==> config.mk <==
export PLATFORM = sky130hd
export DESIGN_NAME = ets_div
export DESIGN_NICKNAME = d
export VERILOG_FILES = /design/src/design/ets_pkg.sv /design/src/design/ets_div.sv
export SDC_FILE = /design/constraint.sdc
export NUM_CORES = 2
export LEC_CHECK = 0
export BUFFER_PORTS_ARGS = -buffer_cell sky130_fd_sc_hd__buf_4
export CORE_MARGIN = 2
export CORE_UTILIZATION = 50
export DETAILED_ROUTE_END_ITERATION = 12
export GPL_TIMING_DRIVEN = 0
export PLACE_DENSITY = 0.66
export SLEW_MARGIN = 30
export SYNTH_ARGS = -nofsm -noshare
export SYNTH_HDL_FRONTEND = slang
export SYNTH_SLANG_ARGS = --single-unit
==> constraint.sdc <==
create_clock -name clk_i -period 3.6 [get_ports clk_i]
set_input_delay 0.9 -clock clk_i [delete_from_list [all_inputs] [get_ports clk_i]]
set_output_delay 0.9 -clock clk_i [all_outputs]
set_load 0.005 [all_outputs]
==> src/design/ets_pkg.sv <==
// ----------------------------------------------------------------------------
// ets_pkg: shared types and constants of the ellipse tile row span core
// Holds the mode codes, register indexes, shape classes and the sideband
// record that travels with each beat down the pipeline.
// ----------------------------------------------------------------------------
package ets_pkg;

  localparam int unsigned COORD_BITS_DEF = 12;
  localparam int unsigned TILE_WIDTH_RST = 64;
  localparam int unsigned TILE_HEIGHT_RST = 64;
  localparam int unsigned CFG_INDEX_BITS = 1;

  typedef enum logic [3:0] {
    MODE_UL     = 4'd0,
    MODE_UR     = 4'd1,
    MODE_LL     = 4'd2,
    MODE_LR     = 4'd3,
    MODE_TOP    = 4'd4,
    MODE_BOTTOM = 4'd5,
    MODE_LEFT   = 4'd6,
    MODE_RIGHT  = 4'd7,
    MODE_FULL   = 4'd8
  } mode_e;

  typedef enum logic [CFG_INDEX_BITS-1:0] {
    REG_TILE_WIDTH  = 1'b0,
    REG_TILE_HEIGHT = 1'b1
  } reg_idx_e;

  // How the quotient maps onto the span.
  typedef enum logic [1:0] {
    SHAPE_LEFT,    // [0, q)
    SHAPE_RIGHT,   // [w-q, w)
    SHAPE_CENTER,  // [q, w-q)
    SHAPE_FULL     // [qa, qb)
  } shape_e;

  typedef struct packed {
    shape_e shape;
    logic   empty;
    logic   inv;
  } side_t;

endpackage

==> src/design/ets_div.sv <==
// ----------------------------------------------------------------------------
// ets_div: pipelined two-lane restoring divider
// Divides two numerators by a shared divisor, one quotient bit per stage,
// most significant bit first. Quotients fit in COORD_BITS bits.
// ----------------------------------------------------------------------------
module ets_div #(
  parameter int unsigned COORD_BITS = ets_pkg::COORD_BITS_DEF
) (
  input  logic                    clk_i,
  input  logic                    rst_ni,
  input  logic                    en_i,
  input  logic                    valid_i,
  input  ets_pkg::side_t          side_i,
  input  logic [2*COORD_BITS+1:0] num_a_i,
  input  logic [2*COORD_BITS+1:0] num_b_i,
  input  logic [COORD_BITS:0]     div_i,
  output logic                    valid_o,
  output ets_pkg::side_t          side_o,
  output logic [COORD_BITS-1:0]   quo_a_o,
  output logic [COORD_BITS-1:0]   quo_b_o
);
  import ets_pkg::*;

  localparam int unsigned NW = 2 * COORD_BITS + 2;
  localparam int unsigned QW = COORD_BITS;

  logic [QW-1:0]     valid_q;
  side_t             side_q  [QW];
  logic [QW:0]       div_q   [QW];
  logic [NW-1:0]     rem_a_q [QW];
  logic [NW-1:0]     rem_b_q [QW];
  logic [QW-1:0]     quo_a_q [QW];
  logic [QW-1:0]     quo_b_q [QW];

  for (genvar k = 0; k < QW; k++) begin : g_stage
    localparam int unsigned Bit = QW - 1 - k;
    logic          prev_valid;
    side_t         prev_side;
    logic [QW:0]   prev_div;
    logic [NW-1:0] prev_rem_a, prev_rem_b, dsh;
    logic [QW-1:0] prev_quo_a, prev_quo_b;
    logic          ge_a, ge_b;

    if (k == 0) begin : g_first
      assign prev_valid = valid_i;
      assign prev_side  = side_i;
      assign prev_div   = div_i;
      assign prev_rem_a = num_a_i;
      assign prev_rem_b = num_b_i;
      assign prev_quo_a = '0;
      assign prev_quo_b = '0;
    end else begin : g_next
      assign prev_valid = valid_q[k-1];
      assign prev_side  = side_q[k-1];
      assign prev_div   = div_q[k-1];
      assign prev_rem_a = rem_a_q[k-1];
      assign prev_rem_b = rem_b_q[k-1];
      assign prev_quo_a = quo_a_q[k-1];
      assign prev_quo_b = quo_b_q[k-1];
    end

    always_comb begin
      dsh  = NW'(prev_div) << Bit;
      ge_a = prev_rem_a >= dsh;
      ge_b = prev_rem_b >= dsh;
    end

    always_ff @(posedge clk_i or negedge rst_ni) begin
      if (!rst_ni) begin
        valid_q[k] <= 1'b0;
      end else if (en_i) begin
        valid_q[k] <= prev_valid;
      end
    end

    always_ff @(posedge clk_i) begin
      if (en_i) begin
        side_q[k]  <= prev_side;
        div_q[k]   <= prev_div;
        rem_a_q[k] <= ge_a ? prev_rem_a - dsh : prev_rem_a;
        rem_b_q[k] <= ge_b ? prev_rem_b - dsh : prev_rem_b;
        quo_a_q[k] <= {prev_quo_a[QW-2:0], ge_a};
        quo_b_q[k] <= {prev_quo_b[QW-2:0], ge_b};
      end
    end
  end

  assign valid_o = valid_q[QW-1];
  assign side_o  = side_q[QW-1];
  assign quo_a_o = quo_a_q[QW-1];
  assign quo_b_o = quo_b_q[QW-1];

endmodule

==> metrics.csv <==
metric,value,unit
drive_above_1_share,9.00,%
power.leakage,20.6,nW
die_w,317,um
r2r_setup_slack,0.11,ns
grt_max_degree,148,
clkSlewWorstSetupHoldPaths,0.06,ns
power_frac_seq,42.6,%
pin_count,102,
cts_tree,done,
maxCapViolCount,0,
worst_ir_drop_vdd,0.407,mV
max_freq,287,MHz
antenna_cells,0,
hold_path.class,input pin to flip-flop,
wl_per_cell,19.1,um
grt_pass1_vias,31700,
status,"finished, final reports clean",
ys.flop_type,edfxtp_1,
cp.arrival,3.90,ns
cts_sinks,931,
finalSetupViolCount,0,
crit_start,div_q[5][4],
cts_root_buf,clkbuf_16,
endpoint_kind,flip-flop,
grt_pass1_wl,169000,um
grtUsageMet3,2.75,%
synth_area_leaders,"edfxtp_1, ha_1, xnor2_1",
min_period,3.49,ns
grt_overflow,0,
grt_util_met1,21.5,%
fp.dieH,317,um
dp_hpwl,83500,um
antenna_found_initial,0,
firstDrtPassIters,6,
p_int,26.3,mW
rows,114,
worstReg2RegStart,div_q[5][4],
drc,0,
crit_path_end,rem_b_q[6][14],
gp_congestion,0.955,
core-area,97000,um^2
pre_cts_ws,-0.451,ns
slew_headroom,44.8,%
wl,108000,um
reg2reg_to,rem_b_q[6][14],
finalNetCount,4737,
yosysTopAreaCellShare,56.2,%
yosysWarnings,0,
fin_ws,0.110,ns
fp.dieArea,101000,um^2
syn_area_per_cell,11.9,um^2
synth_edf_count,919,
synth_cell_types,84,
detail-route-antenna-nets,0,
syn-cell-area,49100,um^2
syn_nets,4519,
hold_ws,0.392,ns
comb_power_share,31.9,%
dr_total_vias,31400,
clockBufferDepth,3,
grt_usage,21.6,%
viasPerCell,5.51,
critPathRequiredTime,4.01,ns
power_switching,12.5,mW
swShare,32.3,%
placed_area,51700,um^2
clock_latency,0.68,ns
cp_max_fo,10,
first_iter_violations,2019,
finalCritPeriodShare,96.9,%
cts_inserted_buffers,99,
crit_type,flip-flop to flip-flop,
rr_worst_depth,10,
tightestPinTransition,0.822,ns
yosysTopAreaCell,edfxtp_1,
synth_cells,4112,
synthArstFlopShare,1.29,%
design_area,55000,um^2
ys_ff_latch,931,
skew,0.0219,ns
cts_max_level,3,
slew_viol_final,0,
initial_utilization,50.6,%
port_buffers,101,
syn_to_final_growth,12.1,%
setup_tns,0,ns
grt_use_met2,42.5,%
p_per_area,705,nW/um^2
clock_power_share,25.5,%
cp-start-kind,flip-flop,
hold_viol,0,
top_usage_layer,met2,
p_total,38.8,mW
fillers,8224,
seq_area_frac_synth,56.8,%
-- power groups by stage --
| stage | clock network (mW) | logic [mW] | registers (mW) |
|---|---|---|---|
| after floorplan | 0 | 9.63 | 16.2 |
| after global placement | 0 | 12.1 | 16.9 |
| after detailed placement | 0 | 12.2 | 16.7 |
| after CTS | 10.2 | 12.3 | 16.5 |
| after global routing | 10.6 | 14.0 | 16.8 |
| final | 9.89 | 12.4 | 16.5 |
-- worst min path at each step --
stage | start | endpoint | slack [ns] | depth (start not counted)
after floorplan | quo_a_q[0][0] | quo_a_q[0][13] | 0.40 | 0
after global placement | side_q[1][13] | side_q[2][1] | 0.40 | 0
after detailed placement | quo_a_q[1][16] | quo_a_q[1][29] | 0.40 | 0
after CTS | side_i[0] | side_q[0][0] | 0.33 | 1
after global routing | side_i[0] | side_q[0][0] | 0.36 | 1
final | num_b_i[9] | rem_b_q[0][9] | 0.39 | 1
-- through the flow --
step	instances	util (%)
finish	5686	56.7
floorplan	4112	-
detailed placement	5496	53.3
CTS	5679	56.6
global route	5686	56.7
global placement	5489	53.0
-- layer usage --
layer  vias to the layer above  share of wire (%)
met3                       278                2.9
met4                         0                6.0
li1                      15900                  -
met2                       612                 55
met1                     14600                 36
met5                         -                  0
-- worst max-delay path, stage by stage (launching register included) --
cell and delay [ns]:
edfxtp_1 0.38, inv_1 0.14, ha_1 0.31, and2_1 0.21
a311oi_1 0.50, a21boi_0 0.30, o31ai_1 0.48, and3_1 0.26
buf_2 0.25, clkbuf_2 0.27, o21ai_0 0.13
-- state kept, by name (all words and copies together) (netlist names) --
name / cells
div_q: 143
g_stage.prev_valid: 11
quo_a_q: 78
quo_b_q: 78
rem_a_q: 286
rem_b_q: 286
side_q: 48
valid_o: 1
-- what timing repair did --
item,CTS,global route
hold endpoints to repair,12,0
setup endpoints to repair,46,115
pin swaps,1,3
setup buffers,1,8
gates resized for setup,8,26
hold buffers,1,0
-- layout make-up --
| class | instances | area, um^2 | area share (%) |
|---|---|---|---|
| Sequential cell | 931 | 27900 | 50.7 |
| Multi-Input combinational cell | 2849 | 20000 | 36.4 |
| Clock buffer | 115 | 2540 | 4.61 |
| Tap cell | 1276 | 1600 | 2.90 |
| Timing Repair Buffer | 118 | 1050 | 1.90 |
| Inverter | 250 | 938 | 1.70 |
| Clock inverter | 66 | 656 | 1.19 |
| Buffer | 81 | 338 | 0.614 |
-- cells in the final DEF, fill, tap and decap left out, types with 15 or more instances in the layout --
master / instances
edfxtp_1: 919
nor2_1: 348
a21oi_1: 335
ha_1: 312
inv_1: 249
nand2_1: 240
o21ai_0: 198
xnor2_1: 195
xor2_1: 153
buf_4: 109
clkbuf_16: 99
nor3_1: 92
clkbuf_1: 75
mux2_2: 73
nand3_1: 70
nor4_1: 65
nand2b_1: 61
nand4_1: 56
a21o_1: 56
o21a_1: 48
nor2b_1: 44
or3_1: 37
a211oi_1: 36
or4_1: 28
nand4b_1: 23
o31ai_1: 23
o21bai_1: 23
fa_1: 22
clkinv_1: 22
or2_2: 21
clkinv_2: 21
a31oi_1: 20
o211ai_1: 20
o31a_1: 15
-- synthesized netlist by cell type (all sizes together) (12+ instances only) --
cell / instances
nand4b: 23
a21oi: 335
a21o: 56
nor4: 65
nor2: 348
nand2: 240
nand3: 71
edfxtp: 919
nand2b: 62
ha: 312
xor2: 153
clkbuf: 69
o21ai: 200
o2111ai: 14
a2111oi: 13
inv: 250
o31a: 15
nor2b: 44
nor3: 92
nor4b: 13
o211ai: 20
or2: 22
and2: 12
a31oi: 20
mux2: 73
o31ai: 24
dfrtp: 12
xnor2: 195
or4: 30
and3: 14
buf: 13
or3: 37
a211oi: 38
o21a: 48
o21bai: 23
nand4: 56
fa: 22
-- cells by family after synthesis --
kind of cell,count (synthesis),synth area share [%]
adder cells (fa/ha/maj),334,8.85
flip-flops,931,56.8
multiplexers,83,1.88
AND/OR/NAND/NOR,1172,12.0
XOR/XNOR,348,6.21
buffers and inverters,332,2.58
AO/OA/AOI/OAI,912,11.6
(Power assumes the default switching activity.)
