$ cat config.mk
export PLATFORM = sky130hd
export DESIGN_NAME = ets_isqrt
export DESIGN_NICKNAME = d
export VERILOG_FILES = /design/src/design/ets_pkg.sv /design/src/design/ets_isqrt.sv
export SDC_FILE = /design/constraint.sdc
export NUM_CORES = 2
export LEC_CHECK = 0
export ABC_CLOCK_PERIOD_IN_PS = 8400
export BUFFER_PORTS_ARGS = -buffer_cell sky130_fd_sc_hd__buf_2
export CORE_MARGIN = 1
export CORE_UTILIZATION = 45
export DETAILED_ROUTE_END_ITERATION = 6
export SLEW_MARGIN = 5
export SYNTH_ARGS = -nofsm -noshare
export SYNTH_HDL_FRONTEND = slang
export SYNTH_SLANG_ARGS = --single-unit
export TNS_END_PERCENT = 20
$ cat constraint.sdc
create_clock -name clk_i -period 8.4 [get_ports clk_i]
set_input_delay 0.84 -clock clk_i [delete_from_list [all_inputs] [get_ports clk_i]]
set_output_delay 0.84 -clock clk_i [all_outputs]
set_load 0.005 [all_outputs]
$ cat src/design/ets_pkg.sv
// ----------------------------------------------------------------------------
// ets_pkg: shared types and constants of the ellipse tile row span core
// Holds the mode codes, register indexes, shape classes and the sideband
// record that travels with each beat down the pipeline.
// ----------------------------------------------------------------------------
package ets_pkg;

  localparam int unsigned COORD_BITS_DEF = 12;
  localparam int unsigned TILE_WIDTH_RST = 64;
  localparam int unsigned TILE_HEIGHT_RST = 64;
  localparam int unsigned CFG_INDEX_BITS = 1;

  typedef enum logic [3:0] {
    MODE_UL     = 4'd0,
    MODE_UR     = 4'd1,
    MODE_LL     = 4'd2,
    MODE_LR     = 4'd3,
    MODE_TOP    = 4'd4,
    MODE_BOTTOM = 4'd5,
    MODE_LEFT   = 4'd6,
    MODE_RIGHT  = 4'd7,
    MODE_FULL   = 4'd8
  } mode_e;

  typedef enum logic [CFG_INDEX_BITS-1:0] {
    REG_TILE_WIDTH  = 1'b0,
    REG_TILE_HEIGHT = 1'b1
  } reg_idx_e;

  // How the quotient maps onto the span.
  typedef enum logic [1:0] {
    SHAPE_LEFT,    // [0, q)
    SHAPE_RIGHT,   // [w-q, w)
    SHAPE_CENTER,  // [q, w-q)
    SHAPE_FULL     // [qa, qb)
  } shape_e;

  typedef struct packed {
    shape_e shape;
    logic   empty;
    logic   inv;
  } side_t;

endpackage

$ cat src/design/ets_isqrt.sv
// ----------------------------------------------------------------------------
// ets_isqrt: pipelined integer square root
// Digit-by-digit root, one result bit per stage, with a flag that tells
// whether the radicand was a perfect square.
// ----------------------------------------------------------------------------
module ets_isqrt #(
  parameter int unsigned COORD_BITS = ets_pkg::COORD_BITS_DEF
) (
  input  logic                    clk_i,
  input  logic                    rst_ni,
  input  logic                    en_i,
  input  logic                    valid_i,
  input  ets_pkg::side_t          side_i,
  input  logic [4*COORD_BITS-1:0] x_i,
  input  logic [2*COORD_BITS-1:0] wh_i,
  output logic                    valid_o,
  output ets_pkg::side_t          side_o,
  output logic [2*COORD_BITS-1:0] root_o,
  output logic                    exact_o,
  output logic [2*COORD_BITS-1:0] wh_o
);
  import ets_pkg::*;

  localparam int unsigned RW = 2 * COORD_BITS;
  localparam int unsigned XW = 4 * COORD_BITS;

  logic [RW-1:0] valid_q;
  side_t         side_q [RW];
  logic [RW-1:0] wh_q   [RW];
  logic [RW-1:0] root_q [RW];
  logic [RW+1:0] rem_q  [RW];
  logic [XW-1:0] xs_q   [RW];

  for (genvar k = 0; k < RW; k++) begin : g_stage
    logic          prev_valid;
    side_t         prev_side;
    logic [RW-1:0] prev_wh, prev_root;
    logic [RW+1:0] prev_rem, rem_sh, trial, rem_n;
    logic [XW-1:0] prev_xs;
    logic          ge;

    if (k == 0) begin : g_first
      assign prev_valid = valid_i;
      assign prev_side  = side_i;
      assign prev_wh    = wh_i;
      assign prev_root  = '0;
      assign prev_rem   = '0;
      assign prev_xs    = x_i;
    end else begin : g_next
      assign prev_valid = valid_q[k-1];
      assign prev_side  = side_q[k-1];
      assign prev_wh    = wh_q[k-1];
      assign prev_root  = root_q[k-1];
      assign prev_rem   = rem_q[k-1];
      assign prev_xs    = xs_q[k-1];
    end

    // The remainder never exceeds twice the partial root, so its top two
    // bits are clear before the shift.
    always_comb begin
      rem_sh = {prev_rem[RW-1:0], prev_xs[XW-1:XW-2]};
      trial  = {prev_root, 2'b01};
      ge     = rem_sh >= trial;
      rem_n  = ge ? rem_sh - trial : rem_sh;
    end

    always_ff @(posedge clk_i or negedge rst_ni) begin
      if (!rst_ni) begin
        valid_q[k] <= 1'b0;
      end else if (en_i) begin
        valid_q[k] <= prev_valid;
      end
    end

    always_ff @(posedge clk_i) begin
      if (en_i) begin
        side_q[k] <= prev_side;
        wh_q[k]   <= prev_wh;
        root_q[k] <= {prev_root[RW-2:0], ge};
        rem_q[k]  <= rem_n;
        xs_q[k]   <= {prev_xs[XW-3:0], 2'b00};
      end
    end
  end

  assign valid_o = valid_q[RW-1];
  assign side_o  = side_q[RW-1];
  assign root_o  = root_q[RW-1];
  assign exact_o = (rem_q[RW-1] == '0);
  assign wh_o    = wh_q[RW-1];

endmodule

==> impl_summary.log <==
INFO  metric critPathCaptureType = flip-flop
INFO  metric finalWeightedCongestion = 0.907
INFO  metric firstDrtPassIters = 5
INFO  metric worst_ep_arrival_time = 4.41 ns
INFO  metric finalSetupTns = 0 ns
INFO  metric numCtsBuffers = between 200 and 250
INFO  metric dieWidth = between 400 and 500 µm
INFO  metric num_rows = 160
INFO  metric synthCells = between 5k and 6k
INFO  metric fillCellCount = approximately 16k
INFO  metric floorplan.die.height = 439 µm
INFO  metric detail_route.iter0.violations = between 3k and 4k
INFO  metric maximum_operating_frequency = approximately 260 MHz
INFO  metric fp.dieArea = around 0.19 mm²
INFO  metric final_cell_mix = sky130_fd_sc_hd__edfxtp_1, sky130_fd_sc_hd__inv_1, sky130_fd_sc_hd__a21oi_1
INFO  metric rsz0062_at_grt = no
INFO  metric clk-insertion-delay-late = between 0.8 and 0.9 ns
INFO  metric buffers_inverters_on_critical_path = 1
INFO  metric power_density = 280 mW/mm²
INFO  metric worst_hold_startpoint = x_i[44]
INFO  metric topRoutingLayerUsed = met4
INFO  metric critical_path.slowest_cell = sky130_fd_sc_hd__and2_0
INFO  metric syn-cell-area = ~0.086 mm²
INFO  metric cts_num_sinks = 2096
INFO  metric clockRootBuffer = sky130_fd_sc_hd__clkbuf_16
INFO  metric totalWireLength = 140 mm
INFO  metric worstRegToRegCells = 10
INFO  metric path_max_fanout = 16
INFO  metric ratio_of_cells_with_drive_above_1_in_the_final_layout = 0.101
INFO  metric number_of_antenna_violations_at_the_first_check_in_global_routing = 2
INFO  metric detail_route.drc_violations = 0
INFO  metric grt.total_usage = 0.144
INFO  metric grt_max_degree = between 150 and 200
INFO  metric r2r_slack = 4.57 ns
INFO  metric rr_startpoint = rem_q[1][78]
INFO  metric clkTransAtPathRegs = 0.06 ns
INFO  metric tightestPinTransition = around 1.2 ns
INFO  metric drt.antenna.violating_nets = 0
INFO  metric ctsResizeCount = 0
INFO  metric final_period_minus_worst_setup_slack = roughly 3.8 ns
INFO  metric power.leakage = 0.0360 µW
INFO  metric global_route.overflow_total = 0
INFO  metric critical_path.reg2reg.endpoint = rem_q[1][120]
INFO  metric postSynth.asyncResetShare = 0.0115
INFO  metric dp_slack = 4.59 ns
INFO  metric finalClockSkew = 0.0785 ns
INFO  metric tritoncts = yes
INFO  metric max_slew_margin_vs_limit = 0.214
INFO  metric synth.avg_cell_area = approximately 15 µm²
INFO  metric wirelength_met1 = between 60 and 70 mm
INFO  metric status = complete, no violations
INFO  metric max_cap_violation_count = 0
INFO  metric met3WireLength = between 5 and 6 mm
INFO  metric fin_worst_hold_slack = around 0.16 ns
INFO  metric synth_enable_flop_cells = 2072
INFO  metric placeableCoreArea = about 0.19 mm²
INFO  metric syn_to_final_growth = 12.6%
INFO  metric design.portCount = between 100 and 150
INFO  metric critPathRequiredTime = approximately 9 ns
INFO  metric port_buffers = between 100 and 150
INFO  metric cts_hold_buf = 1
INFO  metric grt_pass1_wl = ~230 mm
INFO  metric layout.cells.most_common = sky130_fd_sc_hd__edfxtp_1
INFO  metric setup_viol = 0
INFO  metric layoutNonFillerInstCount = between 8k and 9k
INFO  metric num_vias = around 44k
INFO  metric count_of_nets_after_finishing = 6359
INFO  metric ys_dominant_reg_cell = sky130_fd_sc_hd__edfxtp_1
INFO  metric postCtsSetupBuffers = 0
INFO  metric crit_type = flip-flop to flip-flop
INFO  metric report.final.slew_viol_count = 0
INFO  metric worst_hold_path.endpoint = xs_q[0][44]
INFO  metric critPathMaxStageDelay = 0.74 ns
INFO  metric ys_types = 89
INFO  metric postLayoutSetupSlackWorst = 4.57 ns
INFO  metric worst_hold_path.num_cells = 1
INFO  metric net_count_of_the_mapped_netlist = 6068
INFO  metric detailroute.wirelength.met2 = between 60 and 70 mm
INFO  metric flip_flop_and_latch_count_after_synthesis = 2096
INFO  metric place_inst = 8246
INFO  metric ys.warnings.count = 0
INFO  metric post_drt_wl_per_cell = ~16 µm
INFO  metric hp-class = primary input to flip-flop
INFO  metric htree_levels = 4
INFO  metric critical_path.cell_chain = ha_1 > nor2b_1 > o21ai_0 > a2111o_1 > a21oi_1 > o31ai_1 > and2_0 > inv_1 > nand3b_1 > xnor2_1
INFO  metric initial_cell_density_of_the_core = 0.453
INFO  metric detailedPlacementHpwl = between 90 and 100 mm
INFO  metric synth-seq-area-share = 0.730
INFO  metric timing_hold_violations_final = 0
INFO  metric peakVddDrop = 0.175 mV
INFO  metric setup.worst_path.start_class = flip-flop
INFO  metric cp_num_cells = 10
INFO  metric post_drt_via_cell_ratio = between 5 and 6
INFO  metric ctsLongestPathBuffers = 3
INFO  metric period_share = 0.456
INFO  metric cpLargestDelayFamily = compound AO/OA/AOI/OAI gates
INFO  metric grt_pass1_vias = approximately 44k
cell type report:
type,count,area [µm²],share of cell area
flip-flops and latches,2096,62800,0.649
inverters,394,1480,0.0153
diodes,1,2.50,0.0000258
multi-input cells,3078,21400,0.220
clock buffers,262,5560,0.0574
well taps,2511,3140,0.0324
repair buffers,168,1080,0.0112
clock inverters,129,1430,0.0148
registers in the layout (all words and copies together), names as in the netlist:
register,flops
side_q,96
root_q,300
g_stage.prev_valid,23
valid_o,1
rem_q,548
wh_q,576
xs_q,552
cell families (layout without fill, tap and decap cells):
family | count (synthesis) | in the layout | synth area share
XOR/XNOR | 450 | 450 | 0.0458
flip-flops | 2096 | 2096 | 0.730
multiplexers | 96 | 96 | 0.0125
other | 1 | 2 | 0.0000436
adder cells (fa/ha/maj) | 327 | 327 | 0.0476
AND/OR/NAND/NOR | 1219 | 1219 | 0.0703
buffers and inverters | 487 | 953 | 0.0216
AO/OA/AOI/OAI | 985 | 985 | 0.0718
how the worst max path moves through the flow:
stage                        startpoint            end  slack, ns
final                      rem_q[1][78]  rem_q[1][120]       4.57
after global routing      rem_q[1][182]   rem_q[2][23]       4.27
after CTS                 rem_q[1][182]   rem_q[2][23]       4.58
after detailed placement  rem_q[1][182]   rem_q[2][23]       4.59
after global placement     rem_q[1][78]  rem_q[1][120]       4.65
after floorplan           rem_q[1][106]  rem_q[1][149]       5.34
cells in the mapped netlist, types with 25 or more instances:
cell | number | area share
sky130_fd_sc_hd__edfxtp_1 | 2072 | 0.72
sky130_fd_sc_hd__inv_1 | 394 | 0.017
sky130_fd_sc_hd__a21oi_1 | 337 | 0.020
sky130_fd_sc_hd__ha_1 | 327 | 0.048
sky130_fd_sc_hd__nor2_1 | 322 | 0.014
sky130_fd_sc_hd__nand2_1 | 313 | 0.014
sky130_fd_sc_hd__xnor2_1 | 267 | 0.027
sky130_fd_sc_hd__o21ai_0 | 223 | 0.013
sky130_fd_sc_hd__xor2_1 | 183 | 0.019
sky130_fd_sc_hd__a21o_1 | 119 | 0.010
sky130_fd_sc_hd__nor3_1 | 104 | 0.0061
sky130_fd_sc_hd__mux2_2 | 94 | 0.012
sky130_fd_sc_hd__nand3_1 | 77 | 0.0045
sky130_fd_sc_hd__clkbuf_1 | 72 | 0.0031
sky130_fd_sc_hd__nand2b_1 | 68 | 0.0049
sky130_fd_sc_hd__o21a_1 | 61 | 0.0053
sky130_fd_sc_hd__nor4_1 | 52 | 0.0038
sky130_fd_sc_hd__or3_1 | 45 | 0.0033
sky130_fd_sc_hd__nand4_1 | 40 | 0.0029
sky130_fd_sc_hd__nor2b_1 | 40 | 0.0029
sky130_fd_sc_hd__a211oi_1 | 30 | 0.0026
sky130_fd_sc_hd__o31ai_1 | 27 | 0.0024
sky130_fd_sc_hd__and3_1 | 25 | 0.0018
metrics by stage:
stage	total power (µW)	area (µm²)	util
after floorplan	16800	86000	-
after global placement	18000	89900	0.473
after detailed placement	18100	89900	0.473
after CTS	27500	96900	0.510
after global routing	28500	96900	0.510
final	27200	96900	0.510
where the power goes:
group / internal (µW) / switching [µW] / leakage [µW]
Combinational: 1870 / 2430 / 0.0123
Sequential: 13000 / 603 / 0.0203
Clock: 5360 / 3890 / 0.00339
Total: 20200 / 6920 / 0.0360
per-layer routing:
metal,GRT usage,up-vias
met5,0,-
met4,0.0531,0
met3,0.0267,303
met2,0.238,776
met1,0.190,21200
li1,-,21800
No activity file was read; power rests on OpenSTA's default activity.
