--- src/design/ets_pkg.sv ---
// ----------------------------------------------------------------------------
// ets_pkg: shared types and constants of the ellipse tile row span core
// Holds the mode codes, register indexes, shape classes and the sideband
// record that travels with each beat down the pipeline.
// ----------------------------------------------------------------------------
package ets_pkg;

  localparam int unsigned COORD_BITS_DEF = 12;
  localparam int unsigned TILE_WIDTH_RST = 64;
  localparam int unsigned TILE_HEIGHT_RST = 64;
  localparam int unsigned CFG_INDEX_BITS = 1;

  typedef enum logic [3:0] {
    MODE_UL     = 4'd0,
    MODE_UR     = 4'd1,
    MODE_LL     = 4'd2,
    MODE_LR     = 4'd3,
    MODE_TOP    = 4'd4,
    MODE_BOTTOM = 4'd5,
    MODE_LEFT   = 4'd6,
    MODE_RIGHT  = 4'd7,
    MODE_FULL   = 4'd8
  } mode_e;

  typedef enum logic [CFG_INDEX_BITS-1:0] {
    REG_TILE_WIDTH  = 1'b0,
    REG_TILE_HEIGHT = 1'b1
  } reg_idx_e;

  // How the quotient maps onto the span.
  typedef enum logic [1:0] {
    SHAPE_LEFT,    // [0, q)
    SHAPE_RIGHT,   // [w-q, w)
    SHAPE_CENTER,  // [q, w-q)
    SHAPE_FULL     // [qa, qb)
  } shape_e;

  typedef struct packed {
    shape_e shape;
    logic   empty;
    logic   inv;
  } side_t;

endpackage

--- src/design/ets_front.sv ---
// ----------------------------------------------------------------------------
// ets_front: operand stages of the span pipeline
// Decodes the mode, forms the radicand factor D and the products w*w and
// w*h in the first stage, and the radicand w*w*D in the second.
// ----------------------------------------------------------------------------
module ets_front #(
  parameter int unsigned COORD_BITS = ets_pkg::COORD_BITS_DEF
) (
  input  logic                      clk_i,
  input  logic                      rst_ni,
  input  logic                      en_i,
  input  logic                      valid_i,
  input  logic [3:0]                mode_i,
  input  logic [COORD_BITS-1:0]     row_i,
  input  logic                      invert_i,
  input  logic [COORD_BITS-1:0]     w_i,
  input  logic [COORD_BITS-1:0]     h_i,
  output logic                      valid_o,
  output ets_pkg::side_t            side_o,
  output logic [4*COORD_BITS-1:0]   x_o,
  output logic [2*COORD_BITS-1:0]   wh_o
);
  import ets_pkg::*;

  localparam int unsigned DW = 2 * COORD_BITS;
  localparam int unsigned XW = 4 * COORD_BITS;
  localparam int unsigned OW = COORD_BITS + 1;
  localparam int unsigned PW = 2 * OW;

  logic [COORD_BITS-1:0] yf, yy;
  logic [OW-1:0]         op_a, op_b;
  logic [PW-1:0]         prod;
  logic [DW-1:0]         d_d, ww_d, wh_d;
  shape_e                shape;
  logic                  mirror, sel_left, sel_full, bad_mode;
  side_t                 side_d;

  logic                  s1_valid_q, s2_valid_q;
  side_t                 s1_side_q, s2_side_q;
  logic [DW-1:0]         s1_d_q, s1_ww_q, s1_wh_q, s2_wh_q;
  logic [XW-1:0]         s2_x_q;

  always_comb begin
    shape    = SHAPE_LEFT;
    mirror   = 1'b0;
    sel_left = 1'b0;
    sel_full = 1'b0;
    bad_mode = 1'b0;
    unique case (mode_i)
      MODE_UL:     shape = SHAPE_LEFT;
      MODE_UR:     shape = SHAPE_RIGHT;
      MODE_LL: begin
        shape  = SHAPE_LEFT;
        mirror = 1'b1;
      end
      MODE_LR: begin
        shape  = SHAPE_RIGHT;
        mirror = 1'b1;
      end
      MODE_TOP:    shape = SHAPE_CENTER;
      MODE_BOTTOM: begin
        shape  = SHAPE_CENTER;
        mirror = 1'b1;
      end
      MODE_LEFT: begin
        shape    = SHAPE_LEFT;
        sel_left = 1'b1;
      end
      MODE_RIGHT: begin
        shape    = SHAPE_RIGHT;
        sel_left = 1'b1;
      end
      MODE_FULL: begin
        shape    = SHAPE_FULL;
        sel_full = 1'b1;
      end
      default:     bad_mode = 1'b1;
    endcase

    yf = h_i - COORD_BITS'(1) - row_i;
    yy = mirror ? yf : row_i;

    // One shared multiplier forms D for every shape.
    if (sel_full) begin
      op_a = {row_i, 1'b1};
      op_b = {h_i - row_i, 1'b0} - OW'(1);
    end else if (sel_left) begin
      op_a = {1'b0, row_i};
      op_b = {1'b0, h_i - row_i};
    end else begin
      op_a = {1'b0, h_i - yy};
      op_b = {1'b0, h_i} + {1'b0, yy};
    end
    prod = op_a * op_b;
    d_d  = sel_left ? {prod[DW-3:0], 2'b00} : prod[DW-1:0];

    ww_d = w_i * w_i;
    wh_d = w_i * h_i;

    side_d.shape = shape;
    side_d.empty = bad_mode || (w_i == '0) || (h_i == '0) || (row_i >= h_i);
    side_d.inv   = invert_i;
  end

  always_ff @(posedge clk_i or negedge rst_ni) begin
    if (!rst_ni) begin
      s1_valid_q <= 1'b0;
      s2_valid_q <= 1'b0;
    end else if (en_i) begin
      s1_valid_q <= valid_i;
      s2_valid_q <= s1_valid_q;
    end
  end

  always_ff @(posedge clk_i) begin
    if (en_i) begin
      s1_side_q <= side_d;
      s1_d_q    <= d_d;
      s1_ww_q   <= ww_d;
      s1_wh_q   <= wh_d;
      s2_side_q <= s1_side_q;
      s2_x_q    <= s1_ww_q * s1_d_q;
      s2_wh_q   <= s1_wh_q;
    end
  end

  assign valid_o = s2_valid_q;
  assign side_o  = s2_side_q;
  assign x_o     = s2_x_q;
  assign wh_o    = s2_wh_q;

endmodule

--- config.mk ---
export PLATFORM = sky130hd
export DESIGN_NAME = ets_front
export DESIGN_NICKNAME = d
export VERILOG_FILES = /design/src/design/ets_pkg.sv /design/src/design/ets_front.sv
export SDC_FILE = /design/constraint.sdc
export NUM_CORES = 2
export LEC_CHECK = 0
export ABC_AREA = 1
export BUFFER_PORTS_ARGS = -buffer_cell sky130_fd_sc_hd__buf_2
export CAP_MARGIN = 5
export CORE_ASPECT_RATIO = 1.5
export CORE_UTILIZATION = 40
export DETAILED_ROUTE_END_ITERATION = 10
export HOLD_SLACK_MARGIN = 0.1
export PLACE_DENSITY_LB_ADDON = 0.25
export SETUP_SLACK_MARGIN = 0.2
export SLEW_MARGIN = 20
export SYNTH_ARGS = -nofsm -noshare
export SYNTH_HDL_FRONTEND = slang
export SYNTH_SLANG_ARGS = --single-unit
export TNS_END_PERCENT = 20
--- constraint.sdc ---
create_clock -name clk_i -period 7 [get_ports clk_i]
set_clock_uncertainty 0.1 [all_clocks]
set_input_delay 1.05 -clock clk_i [delete_from_list [all_inputs] [get_ports clk_i]]
set_output_delay 1.05 -clock clk_i [all_outputs]
set_load 0.005 [all_outputs]
==> impl_metrics.json <==
{
  "outcome": "complete, but fails checks",
  "violations": "negative setup slack",
  "worst-path-max-fanout": 7,
  "critPathLaunchType": "primary input",
  "postSynthRegisterBits": 153,
  "timing.setup.critical_path_class": "in2reg",
  "synth.area.top_cells": "sky130_fd_sc_hd__fa_1 (38%), sky130_fd_sc_hd__ha_1 (13%), sky130_fd_sc_hd__inv_1 (13%)",
  "globalRouteOverflowTotal": 0,
  "critical_path_required_ns": 7.14,
  "cts_tree": "yes",
  "clkSlewWorstSetupHoldPaths_ns": 0.07,
  "crit_path_end_kind": "flip-flop",
  "synth_async_sr_flop_share": 0.0131,
  "synth_cell_type_count": 54,
  "slew-limit-headroom": 0.494,
  "setup.reg_to_reg.worst_slack_ns": 0.11,
  "gp_congestion": 0.933,
  "numPortBuffers": 121,
  "clk_latency_ns": 0.49,
  "setup_viol": 15,
  "footprint_of_the_multi_input_gates_sq_um": 31100,
  "most_frequently_used_cell_type_in_the_post_synthesis_netlist": "sky130_fd_sc_hd__inv_1",
  "synth_commonest_cells": "sky130_fd_sc_hd__inv_1 (1338), sky130_fd_sc_hd__nand2_1 (1194), sky130_fd_sc_hd__fa_1 (768)",
  "firstDrtPassIters": 6,
  "design.final.nets": 6552,
  "grt_most_used_layer": "met2",
  "global_route.usage.total": 0.232,
  "antenna_violations_before_repair": 1,
  "met3_usage": 0.0214,
  "first_global_vias": 35190,
  "routed_via_count": 32110,
  "synth-warning-count": 0,
  "tritoncts_num_sinks": 153,
  "setup_tns_ns": -10.34,
  "r2r-end": "x_o[43]",
  "drive_gt1_frac": 0.179,
  "reg2regPathDepth": 23,
  "synth_enable_flop_cells": 151,
  "synth_top_area_share": 0.384,
  "synth-seq-area-share": 0.115,
  "drv_slew": 0,
  "layout.filler_cells": 9684,
  "synth_cells": 4850,
  "hold_violations": 0,
  "hold_buffers": 0,
  "floorplan.die.width_um": 260,
  "rows": 141,
  "clk_root_buffer_cell": "sky130_fd_sc_hd__clkbuf_16",
  "seq_area_sq_um": 4580,
  "drtIter0Drc": 1417,
  "worstPathArrival_ns": 8.05,
  "finalCriticalPeriod_ns": 7.91,
  "post_drt_via_cell_ratio": 4.84,
  "design.core.area_sq_um": 98800,
  "groute.layer.met1.usage": 0.249,
  "slowest_delay_ns": 0.55,
  "ant_nets": 0,
  "remaining_drc_errors": 0,
  "max-cap-violations": 0,
  "r2r-start": "s1_ww_q[18]",
  "grt_use_met2": 0.450,
  "floorplan.io_pins": 122,
  "pin_count_of_the_biggest_net_entering_global_routing": 97,
  "num_antenna_cells": 0,
  "synth_top_area_cell": "sky130_fd_sc_hd__fa_1",
  "ctsHtreeMaxLevel": 4,
  "num_cts_buffers": 17,
  "origin_of_the_worst_setup_path": "row_i[3]",
  "grt_first_pass_wirelength_mm": 182,
  "flow.area_growth_from_synthesis_pct": 19.1,
  "setup_slack_ns": -0.909,
  "dpl.hpwl_mm": 97.0,
  "clk_path_buf_depth": 2,
  "wl_per_cell_um": 17.0,
  "worst-slew-pin-transition_ns": 0.759,
  "dominantRegCellSynth": "sky130_fd_sc_hd__edfxtp_1",
  "final_min_period_over_clock_period": 1.13,
  "grt_setup_unrepaired": "yes",
  "die_area_sq_um": 101000,
  "starting_density": 0.405,
  "min-delay-path-class": "in2async",
  "avgSynthCellArea_sq_um": 8.26,
  "worst_path_max_delay_cell": "sky130_fd_sc_hd__fa_1",
  "achievable-frequency_ghz": 0.126,
  "totalWireLength_mm": 113,
  "post_synth_instance_area_sq_um": 40000,
  "die-height_um": 389
}
==> cell families (layout without fill, tap and decap cells) <==
kind of cell / count (synthesis) / in the layout / share of synthesized area
and+or+nand+nor: 1534 / 1534 / 0.153
buffers and inverters: 1515 / 2005 / 0.143
adders and majority gates: 1175 / 1175 / 0.511
AOI/OAI and AO/OA: 350 / 350 / 0.0515
DFF: 153 / 153 / 0.115
xor gates and xnor gates: 120 / 120 / 0.0264
other: 2 / 7 / 0.000188
muxes: 1 / 1 / 0.000250
==> critical path, delay by kind of cell <==
kind | cells | cell delay (ns)
AO/OA/AOI/OAI | 9 | 1.21
adder cells (fa/ha/maj) | 8 | 3.21
buffers and inverters | 9 | 0.78
AND/OR/NAND/NOR | 13 | 1.81
==> per-layer routing <==
layer | wire, um | part of all wire
met4 | 5400 | 0.048
met3 | 3320 | 0.029
met1 | 41400 | 0.37
met5 | 19 | 0.00017
met2 | 62800 | 0.56
==> worst max path at each step <==
| stage | endpoint | slack (ns) | cells after the start |
|---|---|---|---|
| 2_1_floorplan | s1_d_q[18] | -1.15 | 43 |
| 3_3_place_gp | s1_d_q[21] | -1.61 | 41 |
| 3_5_place_dp | s1_d_q[21] | -1.79 | 38 |
| 4_1_cts | s1_d_q[19] | -0.80 | 41 |
| 5_1_grt | s1_d_q[19] | -1.27 | 41 |
| 6_report | s1_d_q[19] | -0.91 | 39 |
==> flip-flops by register name, summed over array words and instances, names as in the netlist <==
signal      cells
s1_ww_q        23
side_o          4
s1_valid_q      1
s1_d_q         24
x_o            48
valid_o         1
wh_o           24
s1_side_q       4
s1_wh_q        24
==> stage by stage <==
| stage | area, sq um | util | cells | hold slack (ns) | worst slack (ns) |
|---|---|---|---|---|---|
| 2_1_floorplan | 40300 | - | 4855 | 0.300 | -1.15 |
| 3_3_place_gp | 45600 | 0.461 | 6559 | 0.304 | -1.61 |
| 3_5_place_dp | 45600 | 0.461 | 6559 | 0.305 | -1.79 |
| 4_1_cts | 46900 | 0.475 | 6607 | 0.187 | -0.795 |
| 5_1_grt | 47700 | 0.483 | 6632 | 0.203 | -1.27 |
| 6_report | 47700 | 0.483 | 6632 | 0.227 | -0.909 |
==> area by class of cell <==
type                    instances  area share
clock buffers                  17     0.00892
repair buffers                623      0.0984
flip-flops and latches        153      0.0961
multi-input cells            3187       0.652
inverters                    1350       0.107
clock inverters                15     0.00383
well taps                    1287      0.0338
==> repair_timing <==
action                                  in CTS  in global routing
setup buffers                               16                 25
endpoints found under the setup margin      34                 46
pin swaps                                   86                102
resized for setup                          128                146
==> cells in the final DEF, fill, tap and decap left out, types with 12 or more instances in the layout <==
cell	count
sky130_fd_sc_hd__buf_6	18
sky130_fd_sc_hd__inv_2	32
sky130_fd_sc_hd__buf_12	19
sky130_fd_sc_hd__xor2_1	71
sky130_fd_sc_hd__a21oi_1	104
sky130_fd_sc_hd__nor2_1	144
sky130_fd_sc_hd__a21oi_2	39
sky130_fd_sc_hd__nand2_1	1159
sky130_fd_sc_hd__o211ai_1	17
sky130_fd_sc_hd__o21ai_0	71
sky130_fd_sc_hd__buf_2	118
sky130_fd_sc_hd__fa_1	761
sky130_fd_sc_hd__edfxtp_1	151
sky130_fd_sc_hd__nand3_1	76
sky130_fd_sc_hd__nor2_2	20
sky130_fd_sc_hd__nand2_2	39
sky130_fd_sc_hd__inv_1	1304
sky130_fd_sc_hd__o21ai_1	13
sky130_fd_sc_hd__ha_1	367
sky130_fd_sc_hd__clkbuf_16	17
sky130_fd_sc_hd__nor2_4	12
sky130_fd_sc_hd__o21ai_2	21
sky130_fd_sc_hd__xnor2_1	41
sky130_fd_sc_hd__buf_4	467
sky130_fd_sc_hd__nand4_1	21
sky130_fd_sc_hd__ha_4	37
Power is left out: the tool's default activity adds up to more than one toggle a clock period on the data nets, which glitch-free logic cannot reach.
